### src/rtl/lsg_pkg.sv
// Shared types, constants and codes for the leadscrew step gearing block.
// No dependencies; every other file imports it.
package lsg_pkg;

  localparam int unsigned LSG_FRAC_BITS = 16;

  localparam int unsigned TP_W       = 18;
  localparam int unsigned STEPS_W    = 16;
  localparam int unsigned LEAD_W     = 17;
  localparam int unsigned CPR_W      = 16;
  localparam int unsigned MAXS_W     = 16;
  localparam int unsigned CNT_W      = 32;
  localparam int unsigned ACC_W      = 64;
  localparam int unsigned MUL_W      = 32;
  localparam int unsigned PROD_W     = STEPS_W + TP_W;
  localparam int unsigned CFG_IDX_W  = 3;
  localparam int unsigned CFG_DATA_W = 32;

  // register reset values
  localparam logic [TP_W-1:0]    TP_RST    = 18'd1000;
  localparam logic [STEPS_W-1:0] MSTEP_RST = 16'd200;
  localparam logic [LEAD_W-1:0]  LEAD_RST  = 17'd2000;
  localparam logic [CPR_W-1:0]   CPR_RST   = 16'd4096;
  localparam logic [MAXS_W-1:0]  MAXS_RST  = 16'd1000;

  // item action codes
  localparam logic ACT_RESYNC = 1'b0;
  localparam logic ACT_UPDATE = 1'b1;

  typedef enum logic [CFG_IDX_W-1:0] {
    REG_THREAD_PITCH = 3'd0,
    REG_MOTOR_STEPS  = 3'd1,
    REG_LEAD_PITCH   = 3'd2,
    REG_ENC_CPR      = 3'd3,
    REG_MAX_STEPS    = 3'd4,
    REG_REVERSE      = 3'd5,
    REG_INVERT       = 3'd6
  } cfg_idx_t;

  typedef enum logic [3:0] {
    ST_RMUL, ST_DIV1, ST_DIV2, ST_IDLE, ST_DABS, ST_MLO,
    ST_MHI, ST_SUM, ST_ACC, ST_MAG, ST_FIN, ST_RES
  } state_t;

  typedef struct packed {
    logic in_fire;
    logic upd;
    logic cfg_fire;
    logic dzero;
    logic out_free;
  } lsg_sts_t;

  typedef struct packed {
    state_t st;
    logic   last;
    logic   in_ready;
    logic   cfg_ready;
  } lsg_ctl_t;

endpackage

### src/rtl/lsg_if.sv
// Handshake channels of the step gearing block: input, result and config write.
// Depends on lsg_pkg.
interface lsg_in_if import lsg_pkg::*; ();
  logic                    valid;
  logic                    ready;
  logic                    action;
  logic signed [CNT_W-1:0] spindle_total;

  modport source (output valid, action, spindle_total, input ready);
  modport sink   (input valid, action, spindle_total, output ready);
endinterface

interface lsg_out_if import lsg_pkg::*; ();
  logic               valid;
  logic               ready;
  logic [STEPS_W-1:0] step_magnitude;
  logic               dir_pin;

  modport source (output valid, step_magnitude, dir_pin, input ready);
  modport sink   (input valid, step_magnitude, dir_pin, output ready);
endinterface

interface lsg_cfg_if import lsg_pkg::*; ();
  logic                  valid;
  logic                  ready;
  logic [CFG_IDX_W-1:0]  index;
  logic [CFG_DATA_W-1:0] data;

  modport source (output valid, index, data, input ready);
  modport sink   (input valid, index, data, output ready);
endinterface

### src/rtl/lsg_addsub.sv
// Shared 64-bit add/subtract unit; carry out doubles as the a >= b compare.
// Depends on lsg_pkg.
module lsg_addsub import lsg_pkg::*; (
  input  logic [ACC_W-1:0] a,
  input  logic [ACC_W-1:0] b,
  input  logic             sub,
  output logic [ACC_W-1:0] sum,
  output logic             cout
);

  logic [ACC_W:0] full;

  assign full = {1'b0, a} + {1'b0, (sub ? ~b : b)} + {{ACC_W{1'b0}}, sub};
  assign sum  = full[ACC_W-1:0];
  assign cout = full[ACC_W];

endmodule

### src/rtl/lsg_seq.sv
// Sequencer: ratio recompute (multiply, two restoring divides) and item steps.
// Depends on lsg_pkg.
module lsg_seq import lsg_pkg::*; #(
  parameter int unsigned FRACTION_BITS = LSG_FRAC_BITS
) (
  input  logic     clk,
  input  logic     rst_n,
  input  logic     cfg_valid,
  input  lsg_sts_t sts,
  output lsg_ctl_t ctl
);

  localparam int unsigned DIV_STEPS = PROD_W + FRACTION_BITS;
  localparam int unsigned CW        = $clog2(DIV_STEPS);

  state_t        state_r, state_nxt;
  logic [CW-1:0] bit_r, bit_nxt;
  logic          last;

  assign last = (bit_r == CW'(DIV_STEPS - 1));

  always_ff @(posedge clk) begin
    if (!rst_n) begin
      state_r <= ST_RMUL;
      bit_r   <= '0;
    end else begin
      state_r <= state_nxt;
      bit_r   <= bit_nxt;
    end
  end

  always_comb begin
    state_nxt = state_r;
    bit_nxt   = bit_r;
    case (state_r)
      ST_RMUL: begin
        bit_nxt   = '0;
        state_nxt = ST_DIV1;
      end
      ST_DIV1: begin
        if (last) begin
          bit_nxt   = '0;
          state_nxt = ST_DIV2;
        end else begin
          bit_nxt = bit_r + 1'b1;
        end
      end
      ST_DIV2: begin
        if (last) begin
          state_nxt = ST_IDLE;
        end else begin
          bit_nxt = bit_r + 1'b1;
        end
      end
      ST_IDLE: begin
        if (sts.cfg_fire) begin
          state_nxt = ST_RMUL;
        end else if (sts.in_fire) begin
          state_nxt = sts.upd ? ST_DABS : ST_RES;
        end
      end
      ST_DABS: state_nxt = sts.dzero ? ST_RES : ST_MLO;
      ST_MLO:  state_nxt = ST_MHI;
      ST_MHI:  state_nxt = ST_SUM;
      ST_SUM:  state_nxt = ST_ACC;
      ST_ACC:  state_nxt = ST_MAG;
      ST_MAG:  state_nxt = ST_FIN;
      ST_FIN:  state_nxt = ST_RES;
      ST_RES: begin
        if (sts.out_free) begin
          state_nxt = ST_IDLE;
        end
      end
      default: state_nxt = ST_IDLE;
    endcase
  end

  always_comb begin
    ctl.st        = state_r;
    ctl.last      = last;
    ctl.cfg_ready = (state_r == ST_IDLE);
    ctl.in_ready  = (state_r == ST_IDLE) && !cfg_valid;
  end

endmodule

### src/rtl/leadscrew_step_gearing_core.sv
// Leadscrew step gearing core: fractional step accumulator on one shared adder.
// Update item: accept in IDLE, then DABS, MLO, MHI, SUM, ACC, MAG, FIN and RES, where
// the result is registered once the output register is free. Zero delta update:
// DABS goes straight to RES; resync: IDLE goes straight to RES. A result waits in an
// output register while the next item is taken. Reset and each config write start a
// ratio recompute (RMUL, DIV1, DIV2); no item is taken meanwhile. Sync active-low reset.
module leadscrew_step_gearing_core import lsg_pkg::*; #(
  parameter int unsigned FRACTION_BITS = LSG_FRAC_BITS
) (
  input  logic         clk,
  input  logic         rst_n,
  lsg_in_if.sink       in_ch,
  lsg_out_if.source    out_ch,
  lsg_cfg_if.sink      cfg_ch
);

  // QW: width of the scaled dividend and of the ratio magnitude
  localparam int unsigned QW = PROD_W + FRACTION_BITS;
  // MW: whole-step part of the accumulator magnitude
  localparam int unsigned MW = ACC_W - FRACTION_BITS;

  lsg_sts_t sts;
  lsg_ctl_t ctl;

  // configuration
  logic [TP_W-1:0]    tp_r, tp_nxt;
  logic [STEPS_W-1:0] msteps_r, msteps_nxt;
  logic [LEAD_W-1:0]  lead_r, lead_nxt;
  logic [CPR_W-1:0]   cpr_r, cpr_nxt;
  logic [MAXS_W-1:0]  maxs_r, maxs_nxt;
  logic               rev_r, rev_nxt;
  logic               inv_r, inv_nxt;

  // architectural state
  logic [CNT_W-1:0]   last_count_r, last_count_nxt;
  logic [ACC_W-1:0]   acc_r, acc_nxt;
  logic               dir_r, dir_nxt;

  // working registers
  logic [QW-1:0]      quo_r, quo_nxt;     // dividend / quotient, then ratio magnitude
  logic [LEAD_W-1:0]  rem_r, rem_nxt;
  logic [LEAD_W-1:0]  dvs_r, dvs_nxt;
  logic [CNT_W-1:0]   delta_r, delta_nxt;
  logic [MUL_W-1:0]   dm_r, dm_nxt;
  logic               dneg_r, dneg_nxt;
  logic [ACC_W-1:0]   lo_r, lo_nxt;
  logic [MUL_W-1:0]   hi_r, hi_nxt;
  logic [ACC_W-1:0]   prod_r, prod_nxt;
  logic [MW-1:0]      mag_r, mag_nxt;
  logic               accneg_r, accneg_nxt;
  logic [STEPS_W-1:0] steps_r, steps_nxt;

  // result register
  logic               out_valid_r;
  logic [STEPS_W-1:0] out_step_r;
  logic               out_dir_r;

  // shared units
  logic [ACC_W-1:0]   add_a, add_b, add_sum;
  logic               add_sub, add_cout;
  logic [MUL_W-1:0]   mul_a, mul_b;
  logic [ACC_W-1:0]   mul_p;

  logic [TP_W-1:0]    tp_abs, tp_mag;
  logic [LEAD_W:0]    shifted;
  logic [CNT_W-1:0]   tot, diff;
  logic [STEPS_W-1:0] fin_s;
  logic               out_free;

  assign tot      = in_ch.spindle_total;
  assign out_free = !out_valid_r || out_ch.ready;
  assign shifted  = {rem_r, quo_r[QW-1]};

  // thread pitch magnitude, zero acts as one
  always_comb begin
    tp_abs = tp_r[TP_W-1] ? (~tp_r + TP_W'(1)) : tp_r;
    tp_mag = (tp_abs == '0) ? TP_W'(1) : tp_abs;
  end

  // clamp whole steps to the configured maximum
  assign fin_s = (mag_r > MW'(maxs_r)) ? maxs_r : mag_r[STEPS_W-1:0];

  always_comb begin
    sts.in_fire  = in_ch.valid && ctl.in_ready;
    sts.upd      = (in_ch.action == ACT_UPDATE);
    sts.cfg_fire = cfg_ch.valid && ctl.cfg_ready;
    sts.dzero    = (delta_r == '0);
    sts.out_free = out_free;
  end

  lsg_seq #(.FRACTION_BITS(FRACTION_BITS)) u_seq (
    .clk       (clk),
    .rst_n     (rst_n),
    .cfg_valid (cfg_ch.valid),
    .sts       (sts),
    .ctl       (ctl)
  );

  lsg_addsub u_addsub (
    .a    (add_a),
    .b    (add_b),
    .sub  (add_sub),
    .sum  (add_sum),
    .cout (add_cout)
  );

  // one 32x32 multiplier, shared by the ratio numerator and both partial products
  assign mul_p = ACC_W'(mul_a) * ACC_W'(mul_b);

  always_comb begin
    mul_a = '0;
    mul_b = '0;
    case (ctl.st)
      ST_RMUL: begin
        mul_a = MUL_W'(msteps_r);
        mul_b = MUL_W'(tp_mag);
      end
      ST_MLO: begin
        mul_a = dm_r;
        mul_b = quo_r[MUL_W-1:0];
      end
      ST_MHI: begin
        mul_a = dm_r;
        mul_b = MUL_W'(quo_r[QW-1:MUL_W]);
      end
      default: ;
    endcase
  end

  // operand select for the shared adder
  always_comb begin
    add_a   = '0;
    add_b   = '0;
    add_sub = 1'b0;
    case (ctl.st)
      ST_IDLE: begin                       // count delta
        add_a   = ACC_W'(tot);
        add_b   = ACC_W'(last_count_r);
        add_sub = 1'b1;
      end
      ST_DIV1, ST_DIV2: begin              // trial subtract
        add_a   = ACC_W'(shifted);
        add_b   = ACC_W'(dvs_r);
        add_sub = 1'b1;
      end
      ST_DABS: begin                       // |delta|
        add_b   = ACC_W'(delta_r);
        add_sub = delta_r[CNT_W-1];
      end
      ST_SUM: begin                        // join partial products, mod 2^64
        add_a = lo_r;
        add_b = {hi_r, {MUL_W{1'b0}}};
      end
      ST_ACC: begin
        add_a   = acc_r;
        add_b   = prod_r;
        add_sub = dneg_r ^ tp_r[TP_W-1];
      end
      ST_MAG: begin                        // |accumulator|
        add_b   = acc_r;
        add_sub = acc_r[ACC_W-1];
      end
      ST_FIN: begin                        // take emitted steps out
        add_a   = acc_r;
        add_b   = ACC_W'(fin_s) << FRACTION_BITS;
        add_sub = !accneg_r;
      end
      default: ;
    endcase
  end

  assign diff = add_sum[CNT_W-1:0];

  // configuration writes
  always_comb begin
    tp_nxt     = tp_r;
    msteps_nxt = msteps_r;
    lead_nxt   = lead_r;
    cpr_nxt    = cpr_r;
    maxs_nxt   = maxs_r;
    rev_nxt    = rev_r;
    inv_nxt    = inv_r;
    if (sts.cfg_fire) begin
      case (cfg_idx_t'(cfg_ch.index))
        REG_THREAD_PITCH: tp_nxt     = cfg_ch.data[TP_W-1:0];
        REG_MOTOR_STEPS:  msteps_nxt = cfg_ch.data[STEPS_W-1:0];
        REG_LEAD_PITCH:   lead_nxt   = cfg_ch.data[LEAD_W-1:0];
        REG_ENC_CPR:      cpr_nxt    = cfg_ch.data[CPR_W-1:0];
        REG_MAX_STEPS:    maxs_nxt   = cfg_ch.data[MAXS_W-1:0];
        REG_REVERSE:      rev_nxt    = cfg_ch.data[0];
        REG_INVERT:       inv_nxt    = cfg_ch.data[0];
        default: ;
      endcase
    end
  end

  // datapath
  always_comb begin
    last_count_nxt = last_count_r;
    acc_nxt        = acc_r;
    dir_nxt        = dir_r;
    quo_nxt        = quo_r;
    rem_nxt        = rem_r;
    dvs_nxt        = dvs_r;
    delta_nxt      = delta_r;
    dm_nxt         = dm_r;
    dneg_nxt       = dneg_r;
    lo_nxt         = lo_r;
    hi_nxt         = hi_r;
    prod_nxt       = prod_r;
    mag_nxt        = mag_r;
    accneg_nxt     = accneg_r;
    steps_nxt      = steps_r;
    case (ctl.st)
      ST_IDLE: begin
        if (sts.in_fire) begin
          last_count_nxt = tot;
          steps_nxt      = '0;
          if (in_ch.action == ACT_RESYNC) begin
            acc_nxt = '0;
          end else begin
            delta_nxt = rev_r ? (~diff + CNT_W'(1)) : diff;
          end
        end
      end
      ST_RMUL: begin
        // steps * |pitch| scaled to the fraction, then / lead, then / counts
        quo_nxt = {mul_p[PROD_W-1:0], {FRACTION_BITS{1'b0}}};
        rem_nxt = '0;
        dvs_nxt = (lead_r == '0) ? LEAD_W'(1) : lead_r;
      end
      ST_DIV1, ST_DIV2: begin
        rem_nxt = add_cout ? add_sum[LEAD_W-1:0] : shifted[LEAD_W-1:0];
        quo_nxt = {quo_r[QW-2:0], add_cout};
        if (ctl.st == ST_DIV1 && ctl.last) begin
          rem_nxt = '0;
          dvs_nxt = (cpr_r == '0) ? LEAD_W'(1) : LEAD_W'(cpr_r);
        end
      end
      ST_DABS: begin
        dm_nxt   = add_sum[MUL_W-1:0];
        dneg_nxt = delta_r[CNT_W-1];
      end
      ST_MLO: lo_nxt   = mul_p;
      ST_MHI: hi_nxt   = mul_p[MUL_W-1:0];
      ST_SUM: prod_nxt = add_sum;
      ST_ACC: acc_nxt  = add_sum;
      ST_MAG: begin
        mag_nxt    = add_sum[ACC_W-1:FRACTION_BITS];
        accneg_nxt = acc_r[ACC_W-1];
      end
      ST_FIN: begin
        acc_nxt   = add_sum;
        steps_nxt = fin_s;
        if (fin_s != '0) begin
          dir_nxt = accneg_r ^ inv_r;
        end
      end
      default: ;
    endcase
  end

  // control and architectural state
  always_ff @(posedge clk) begin
    if (!rst_n) begin
      tp_r         <= TP_RST;
      msteps_r     <= MSTEP_RST;
      lead_r       <= LEAD_RST;
      cpr_r        <= CPR_RST;
      maxs_r       <= MAXS_RST;
      rev_r        <= 1'b0;
      inv_r        <= 1'b0;
      last_count_r <= '0;
      acc_r        <= '0;
      dir_r        <= 1'b0;
      out_valid_r  <= 1'b0;
    end else begin
      tp_r         <= tp_nxt;
      msteps_r     <= msteps_nxt;
      lead_r       <= lead_nxt;
      cpr_r        <= cpr_nxt;
      maxs_r       <= maxs_nxt;
      rev_r        <= rev_nxt;
      inv_r        <= inv_nxt;
      last_count_r <= last_count_nxt;
      acc_r        <= acc_nxt;
      dir_r        <= dir_nxt;
      if (ctl.st == ST_RES && out_free) begin
        out_valid_r <= 1'b1;
      end else if (out_ch.ready) begin
        out_valid_r <= 1'b0;
      end
    end
  end

  // payload, no reset
  always_ff @(posedge clk) begin
    quo_r    <= quo_nxt;
    rem_r    <= rem_nxt;
    dvs_r    <= dvs_nxt;
    delta_r  <= delta_nxt;
    dm_r     <= dm_nxt;
    dneg_r   <= dneg_nxt;
    lo_r     <= lo_nxt;
    hi_r     <= hi_nxt;
    prod_r   <= prod_nxt;
    mag_r    <= mag_nxt;
    accneg_r <= accneg_nxt;
    steps_r  <= steps_nxt;
    if (ctl.st == ST_RES && out_free) begin
      out_step_r <= steps_r;
      out_dir_r  <= dir_r;
    end
  end

  assign in_ch.ready           = ctl.in_ready;
  assign cfg_ch.ready          = ctl.cfg_ready;
  assign out_ch.valid          = out_valid_r;
  assign out_ch.step_magnitude = out_step_r;
  assign out_ch.dir_pin        = out_dir_r;

  // clamp holds on every emitted step count
  a_clamp: assert property (@(posedge clk) disable iff (!rst_n)
    (ctl.st == ST_FIN) |=> (steps_r <= $past(maxs_r)))
    else $error("step count above clamp");

  // result register picks up the pending item when the slot is free
  a_load: assert property (@(posedge clk) disable iff (!rst_n)
    (ctl.st == ST_RES && out_free) |=>
      (out_valid_r && out_step_r == $past(steps_r) && out_dir_r == $past(dir_r)))
    else $error("result not loaded");

  // direction only moves in the finishing step
  a_dir: assert property (@(posedge clk) disable iff (!rst_n)
    (ctl.st != ST_FIN) |=> $stable(dir_r))
    else $error("direction changed outside finish");

endmodule
### src/flat_wrapper.sv
// flat-port wrapper written by rule: the top's interface ports become plain ports
module leadscrew_step_gearing_core_flat import lsg_pkg::*;
#(
  parameter int unsigned FRACTION_BITS = LSG_FRAC_BITS
)
  (clk, rst_n, in_ch_valid, in_ch_action, in_ch_spindle_total, in_ch_ready, out_ch_valid, out_ch_step_magnitude, out_ch_dir_pin, out_ch_ready, cfg_ch_valid, cfg_ch_index, cfg_ch_data, cfg_ch_ready);
  lsg_in_if in_ch_i ();
  lsg_out_if out_ch_i ();
  lsg_cfg_if cfg_ch_i ();
  input  logic clk;
  input  logic rst_n;
  input wire logic [$bits(in_ch_i.valid)-1:0] in_ch_valid;
  input wire logic [$bits(in_ch_i.action)-1:0] in_ch_action;
  input wire logic [$bits(in_ch_i.spindle_total)-1:0] in_ch_spindle_total;
  output wire logic [$bits(in_ch_i.ready)-1:0] in_ch_ready;
  output wire logic [$bits(out_ch_i.valid)-1:0] out_ch_valid;
  output wire logic [$bits(out_ch_i.step_magnitude)-1:0] out_ch_step_magnitude;
  output wire logic [$bits(out_ch_i.dir_pin)-1:0] out_ch_dir_pin;
  input wire logic [$bits(out_ch_i.ready)-1:0] out_ch_ready;
  input wire logic [$bits(cfg_ch_i.valid)-1:0] cfg_ch_valid;
  input wire logic [$bits(cfg_ch_i.index)-1:0] cfg_ch_index;
  input wire logic [$bits(cfg_ch_i.data)-1:0] cfg_ch_data;
  output wire logic [$bits(cfg_ch_i.ready)-1:0] cfg_ch_ready;
  assign in_ch_i.valid = in_ch_valid;
  assign in_ch_i.action = in_ch_action;
  assign in_ch_i.spindle_total = in_ch_spindle_total;
  assign in_ch_ready = in_ch_i.ready;
  assign out_ch_valid = out_ch_i.valid;
  assign out_ch_step_magnitude = out_ch_i.step_magnitude;
  assign out_ch_dir_pin = out_ch_i.dir_pin;
  assign out_ch_i.ready = out_ch_ready;
  assign cfg_ch_i.valid = cfg_ch_valid;
  assign cfg_ch_i.index = cfg_ch_index;
  assign cfg_ch_i.data = cfg_ch_data;
  assign cfg_ch_ready = cfg_ch_i.ready;
  leadscrew_step_gearing_core #(.FRACTION_BITS(FRACTION_BITS)) u_core (.clk(clk), .rst_n(rst_n), .in_ch(in_ch_i), .out_ch(out_ch_i), .cfg_ch(cfg_ch_i));
endmodule
### config.mk
export PLATFORM = sky130hd
export DESIGN_NAME = leadscrew_step_gearing_core_flat
export DESIGN_NICKNAME = d
export VERILOG_FILES = /design/src/rtl/lsg_pkg.sv /design/src/rtl/lsg_if.sv /design/src/rtl/lsg_addsub.sv /design/src/rtl/lsg_seq.sv /design/src/rtl/leadscrew_step_gearing_core.sv /design/src/flat_wrapper.sv
export SDC_FILE = /design/constraint.sdc
export NUM_CORES = 2
export LEC_CHECK = 0
export ABC_AREA = 1
export BUFFER_PORTS_ARGS = -buffer_cell sky130_fd_sc_hd__clkbuf_2
export CAP_MARGIN = 20
export CORE_ASPECT_RATIO = 1.75
export CORE_MARGIN = 2
export CORE_UTILIZATION = 70
export DETAILED_ROUTE_END_ITERATION = 8
export PLACE_DENSITY = 0.87
export RECOVER_POWER = 100
export SYNTH_ARGS = -nofsm -noshare
export SYNTH_HDL_FRONTEND = slang
export SYNTH_SLANG_ARGS = --single-unit
### constraint.sdc
create_clock -name clk -period 20.6 [get_ports clk]
set_clock_uncertainty 0.05 [all_clocks]
set_input_delay 3.09 -clock clk [delete_from_list [all_inputs] [get_ports clk]]
set_output_delay 3.09 -clock clk [all_outputs]
set_load 0.02 [all_outputs]
[After elaboration in Yosys (flattened, before gate mapping)]
Cells that the tools add are included.
Operators by class
  $add $sub $neg: 5
  reduce and logical (&&, ||, !) cells: 40
  multiply operators: 1
  bitwise operators: 5
  equal/unequal tests: 26
  order comparisons: 1
  multiplexer cells: 36
Operators with widths (count)
  one-hot mux 64 bit (7 select lines): 1
  one-hot mux 64 bit (4 select lines): 1
  two-way mux 64 bit: 3
  one-hot mux 64 bit (2 select lines): 1
  one-hot mux 50 bit (2 select lines): 1
  one-hot mux 32 bit (3 select lines): 1
  two-way mux 17 bit: 4
  one-hot mux 17 bit (2 select lines): 2
  adder 64 x 64 -> 65 bit: 1
  adder 65 x 1 -> 65 bit: 1
  multiplier 32 x 32 -> 64 bit: 1
  inverter 64 bit: 1
  one-hot mux 32 bit (2 select lines): 1
  > comparator 48 x 16 -> 1 bit: 1
  two-way mux 16 bit: 3
  one-hot mux 4 bit (12 select lines): 1
  two-way mux 18 bit: 2
  adder 32 x 1 -> 32 bit, second input constant: 1
  logical NOT 32 bit: 1
  two-way mux 32 bit: 1
  inverter 32 bit: 1
  one-hot mux 16 bit (2 select lines): 1
  two-way mux 4 bit: 7
  AND reduction 2 bit: 12
  34 further kinds: 64
Storage, ports and cells
  word-level logic and storage cells: 141
  register bits after elaboration: 584

[Longest topological paths before layout]
  depth in word-level cells: 10
  mapped depth: 41

[Hierarchy]
A second synthesis with hierarchy kept.
Unflattened totals
  cell total of the unflattened synthesis: 7705
  area, all modules: 63950.1 sq um
By module, submodules not included
  leadscrew_step_gearing_core: instances 1, area an instance 57107.3 sq um, cells each 6385
  lsg_addsub: instances 1, area an instance 6053.3 sq um, cells each 1189
  lsg_seq: instances 1, area an instance 789.5 sq um, cells each 131

[Worst setup path before layout]
Ideal clock, no wire load.
  path kind: reg-to-reg
  start: reg u_core.u_seq.state_r[0]
  end: reg u_core.lo_r[45], data pin
  arrival: 10.888 ns
  setup slack: 9.402 ns
  required time: 20.290 ns
  period minus slack after synthesis: 11.198 ns
  stages on the path, launching flop included: 36
  path buffers: 2
  cells stage by stage: dfxtp_1 inv_1 nor2_1 inv_1 nor2_1 nor2_1 clkbuf_1 nor2_1 clkbuf_1 nand2_1 fa_1 fa_1 inv_1 fa_1 inv_1 fa_1 inv_1 fa_1 inv_1 fa_1 inv_1 fa_1 inv_1 fa_1 inv_1 ha_1 a21oi_1 inv_1 a31oi_1 inv_1 a21oi_1 a21boi_0 o21ai_0 nand2_1 nand2_1 xor2_1
On the way
  word-level cells in the longest chain between the ends: 4
  elaborated cells between the ends (all ways): 7
  those cells by class: mul: 1; eq/ne: 2; mux: 2; reduce/logical: 2
Ends and longest elaborated chain
  from (decl): line lsg_seq.sv:16  | state_t state_r, state_nxt;
  from (signal assigned): line lsg_seq.sv:27  | state_r <= state_nxt;
  == test 4 x 3 -> 1 bit: line leadscrew_step_gearing_core.sv:113  | case (ctl.st)
  OR reduction 2 bit (no line)
  one-hot mux 32 bit (2 select lines): line leadscrew_step_gearing_core.sv:113
  multiplier 32 x 32 -> 64 bit (*): line leadscrew_step_gearing_core.sv:108  | assign mul_p = ACC_W'(mul_a) * ACC_W'(mul_b);
  net u_core.mul_p[45]: line leadscrew_step_gearing_core.sv:62  | logic [ACC_W-1:0] mul_p;
  to (signal assigned): line leadscrew_step_gearing_core.sv:304  | lo_r <= lo_nxt;
  to (decl): line leadscrew_step_gearing_core.sv:46  | logic [ACC_W-1:0] lo_r, lo_nxt;
The timed path passes the listed nets; every way through them passes the cells marked *.
A chain may end at the register's enable or synchronous reset.

[Final worst setup path]
  start: reg u_core.u_seq.state_r[1]
  end: reg u_core.quo_r[47], data pin
On the way
  word-level cells in the longest chain between the ends: 5
  elaborated cells between the ends (all ways): 11
  those cells by class: mul: 1; eq/ne: 4; mux: 3; reduce/logical: 3
Ends and longest elaborated chain
  == test 4 x 3 -> 1 bit: line leadscrew_step_gearing_core.sv:113
  OR reduction 2 bit (no line)
  one-hot mux 32 bit (2 select lines): line leadscrew_step_gearing_core.sv:113
  multiplier 32 x 32 -> 64 bit (*): line leadscrew_step_gearing_core.sv:108
  net u_core.mul_p[31]: line leadscrew_step_gearing_core.sv:62
  one-hot mux 50 bit (2 select lines) (*): line leadscrew_step_gearing_core.sv:214  | case (ctl.st)
  net u_core.quo_nxt[47]: line leadscrew_step_gearing_core.sv:40  | logic [QW-1:0] quo_r, quo_nxt;
  to (signal assigned): line leadscrew_step_gearing_core.sv:298  | quo_r <= quo_nxt;
  to (decl): line leadscrew_step_gearing_core.sv:40
Marked as above.

==> results.yml <==
run_status:
  status: "complete, but fails checks"
  violations: "max-capacitance violations, max-slew violations"
critical_path:
  cp.arrival_ps: 13990
  max_stage_delay_ps: 1890
  r2r.worst_path.cells: 33
  rr_startpoint: "u_core.u_seq.state_r[1]$_SDFFE_PN0P_"
  start_kind: "flop"
  cp_common_cell: "inv_1"
  cp-startpoint: "u_core.u_seq.state_r[1]$_SDFFE_PN0P_"
  r2r_end: "u_core.quo_r[47]$_DFFE_PP_"
  crit_path_end_kind: "flop"
  cpMaxStageDelayCell: "clkbuf_1"
  reg2reg_slack_ps: 7020
  crit_path_end: "u_core.quo_r[47]$_DFFE_PP_"
  cp_data_required_time_ps: 21010
  path_class: "reg -> reg"
  cp_max_fo: 38
sta:
  max_freq_mhz: 73.6
  worst_pin_slew_ps: 4550
  setup_viol: 0
  drv_slew: 1000
  report.final.hold_viol_count: 0
  timing.slew.headroom_pct: -203
  period_share_pct: 65.9
  grt_setup_unrepaired: "no"
  whs_ps: 374
  post-route-min-period_ps: 13580
  tns_ps: 0
cells_and_area:
  fillers: 6696
  drive_gt1_share_pct: 3.75
  nNetsFinal: 8568
  final_area_sq_um: 65000
  syn_to_final_growth_pct: 4.94
  fin_util_pct: 73.9
die:
  initial_core_util_pct: 70.5
  dieHeight_microns: 398
  die_w_microns: 229
  boundaryPins: 93
  row_count: 144
  die_area_sq_um: 91000
  core_area_sq_um: 87900
yosys:
  yosysMostFrequentCell: "nand2_1"
  yosysTopAreaCell: "fa_1"
  synthesis.nets: 8607
  synth.avg_cell_area_sq_um: 8.50
  post_synth_main_area_contributors: "fa_1 (29%), edfxtp_1 (19%), nand2_1 (9.0%)"
  synth_compound_area_share_pct: 8.92
  synthXorXnorAreaFrac_pct: 2.87
  async_flop_share_pct: 0
  synth_top_family_by_area: "adder cells"
  ys_ff_latch: 584
  synth_ff_type: "edfxtp_1"
  synth_fa_ha_area_share_pct: 36.0
  synth_commonest_cells: "nand2_1 (1,489), inv_1 (1,327), nor2_1 (937)"
  synth.mux.area_fraction_pct: 0
  synth_cells: 7291
  synth_top_area_share_pct: 29.0
  synth.yosys.seq_area_share_pct: 25.2
  ys_types: 55
  yosysWarnings: 0
  synthSimpleGateAreaFrac_pct: 17.1
  synth_edf_count: 391
  syn_area_sq_um: 61900
pwr:
  fin_total_pwr_mw: 5.61
  internal-power_mw: 2.74
  sw_frac_of_total_pct: 51.2
  leakagePower_nw: 29.1
  combPwrFrac_pct: 54.7
  irDropWorstVdd_mv: 0.0984
  p_switching_mw: 2.87
  pwr-share-seq_pct: 29.0
  power.share.clock_pct: 16.4
  powerDensity_nw_per_um2: 86.3
detailed_routing:
  wl_microns: 232000
  postRouteAntennaNets: 0
  drt-wirelength-per-cell_microns: 27.4
  drt_pre_antenna_iters: 7
  vias: 54200
  drt_first_iter_violations: 5821
  drc_errors: 0
  vias_per_cell: 6.40
clocking:
  ctsRootBufferMaster: "clkbuf_16"
  h-tree-depth: 2
  tritoncts: "done"
  ctsHoldBuffers: 0
  numClockSinks: 584
  ctsResizeCount: 0
  clk_latency_ps: 620
  cts_setup_buffers: 0
  numCtsBuffers: 46
  clk_pin_slew_ps: 70
  cts_buffer_depth: 3
placed_design:
  place_area_sq_um: 63700
  dp_hpwl_microns: 181000
  globalplace.congestion: 1.10
  port_buffers: 78
flow_run:
  maxCapViolCount: 19
grt:
  grt_pass1_wl_microns: 344000
  gr-total-overflow: 0
  grt_util_all_layers_pct: 52.3
  grt_antenna_before_repair: 23
  grt_max_degree: 95
  grt_pass1_vias: 57900
min_path:
  hp-class: "reg -> reg"
## cell type report
type | instances | area, sq um | share of cell area [%]
Multi-Input combinational cell | 5070 | 40200 | 61.9
Clock buffer | 60 | 1280 | 1.97
Antenna cell | 12 | 30.0 | 0.0462
Sequential cell | 584 | 15600 | 24.0
Tap cell | 1168 | 1460 | 2.25
Clock inverter | 25 | 196 | 0.302
Timing Repair Buffer | 187 | 1080 | 1.66
Inverter | 1363 | 5120 | 7.87
## stage by stage
step	setup WS (ps)	cells
2_1_floorplan	9400	7291
3_3_place_gp	9800	8370
4_1_cts	9530	8455
6_report	7020	8469
3_5_place_dp	9580	8370
5_1_grt	6850	8464
## kinds of logic after synthesis
family | count (synthesis)
AO/OA/AOI/OAI | 939
XOR/XNOR | 203
adder cells (fa/ha/maj) | 1243
buffers and inverters | 1637
flip-flops | 584
AND/OR/NAND/NOR | 2685
## worst max-delay path: cells and delay by family, from the launching register on
kind                     cells  cell delay, ps
AND/OR/NAND/NOR              7            1860
XOR/XNOR                     1            1060
adder cells (fa/ha/maj)      9            4410
AO/OA/AOI/OAI                4            1220
flip-flops                   1             390
buffers and inverters       12            4420
## per-layer routing
layer  wire, microns  global-route usage, %
met3           25100                   14.0
met4           38300                   64.6
met1           63300                   49.2
met5              82                      0
met2          106000                   84.3
## flip-flops by register name, indices dropped and copies added (netlist names), 4 cells and up
name and count:
u_core.acc_r 64, u_core.lo_r 64, u_core.prod_r 64, u_core.quo_r 50
u_core.mag_r 48, u_core.delta_r 32, u_core.dm_r 32, u_core.hi_r 32
u_core.last_count_r 32, u_core.tp_r 18, u_core.dvs_r 17, u_core.lead_r 17
u_core.rem_r 17, u_core.cpr_r 16, u_core.maxs_r 16, u_core.msteps_r 16
u_core.out_ch.step_magnitude 16, u_core.steps_r 16, u_core.u_seq.bit_r 6, u_core.u_seq.state_r 4
## worst min path at each step
stage	slack (ps)	startpoint	endpoint	depth (start not counted)
CTS	370	u_core.steps_r[15]$_SDFFCE_PN0P_	u_core.out_ch.step_magnitude[15]$_DFFE_PP_	0
global route	380	u_core.steps_r[15]$_SDFFCE_PN0P_	u_core.out_ch.step_magnitude[15]$_DFFE_PP_	0
floorplan	350	u_core.steps_r[0]$_SDFFCE_PN0P_	u_core.out_ch.step_magnitude[0]$_DFFE_PP_	0
finish	370	u_core.steps_r[2]$_SDFFCE_PN0P_	u_core.out_ch.step_magnitude[2]$_DFFE_PP_	0
global placement	350	u_core.steps_r[6]$_SDFFCE_PN0P_	u_core.out_ch.step_magnitude[6]$_DFFE_PP_	0
detailed placement	360	u_core.steps_r[15]$_SDFFCE_PN0P_	u_core.out_ch.step_magnitude[15]$_DFFE_PP_	0
## power by group through the flow
stage | sequential [mW] | combinational [mW] | clock [mW]
2_1_floorplan | 1.59 | 1.78 | 0
3_3_place_gp | 1.63 | 2.84 | 0
3_5_place_dp | 1.63 | 2.88 | 0
4_1_cts | 1.61 | 2.90 | 0.913
5_1_grt | 1.62 | 3.22 | 0.950
6_report | 1.62 | 3.07 | 0.918
## placed cells by master, fill, tap and decap left out, types with 58 or more instances in the layout
cell type	netlist	final
nor2_1	937	923
o211ai_1	60	60
clkbuf_2	0	58
nand3_1	118	122
fa_1	897	897
xor2_1	168	168
dfxtp_1	193	193
inv_1	1327	1327
nand2_1	1489	1496
a21oi_1	329	323
edfxtp_1	391	391
o21ai_0	297	300
ha_1	346	346
clkbuf_1	229	60
buf_4	1	78
No activity file was read; power rests on OpenSTA's default activity.
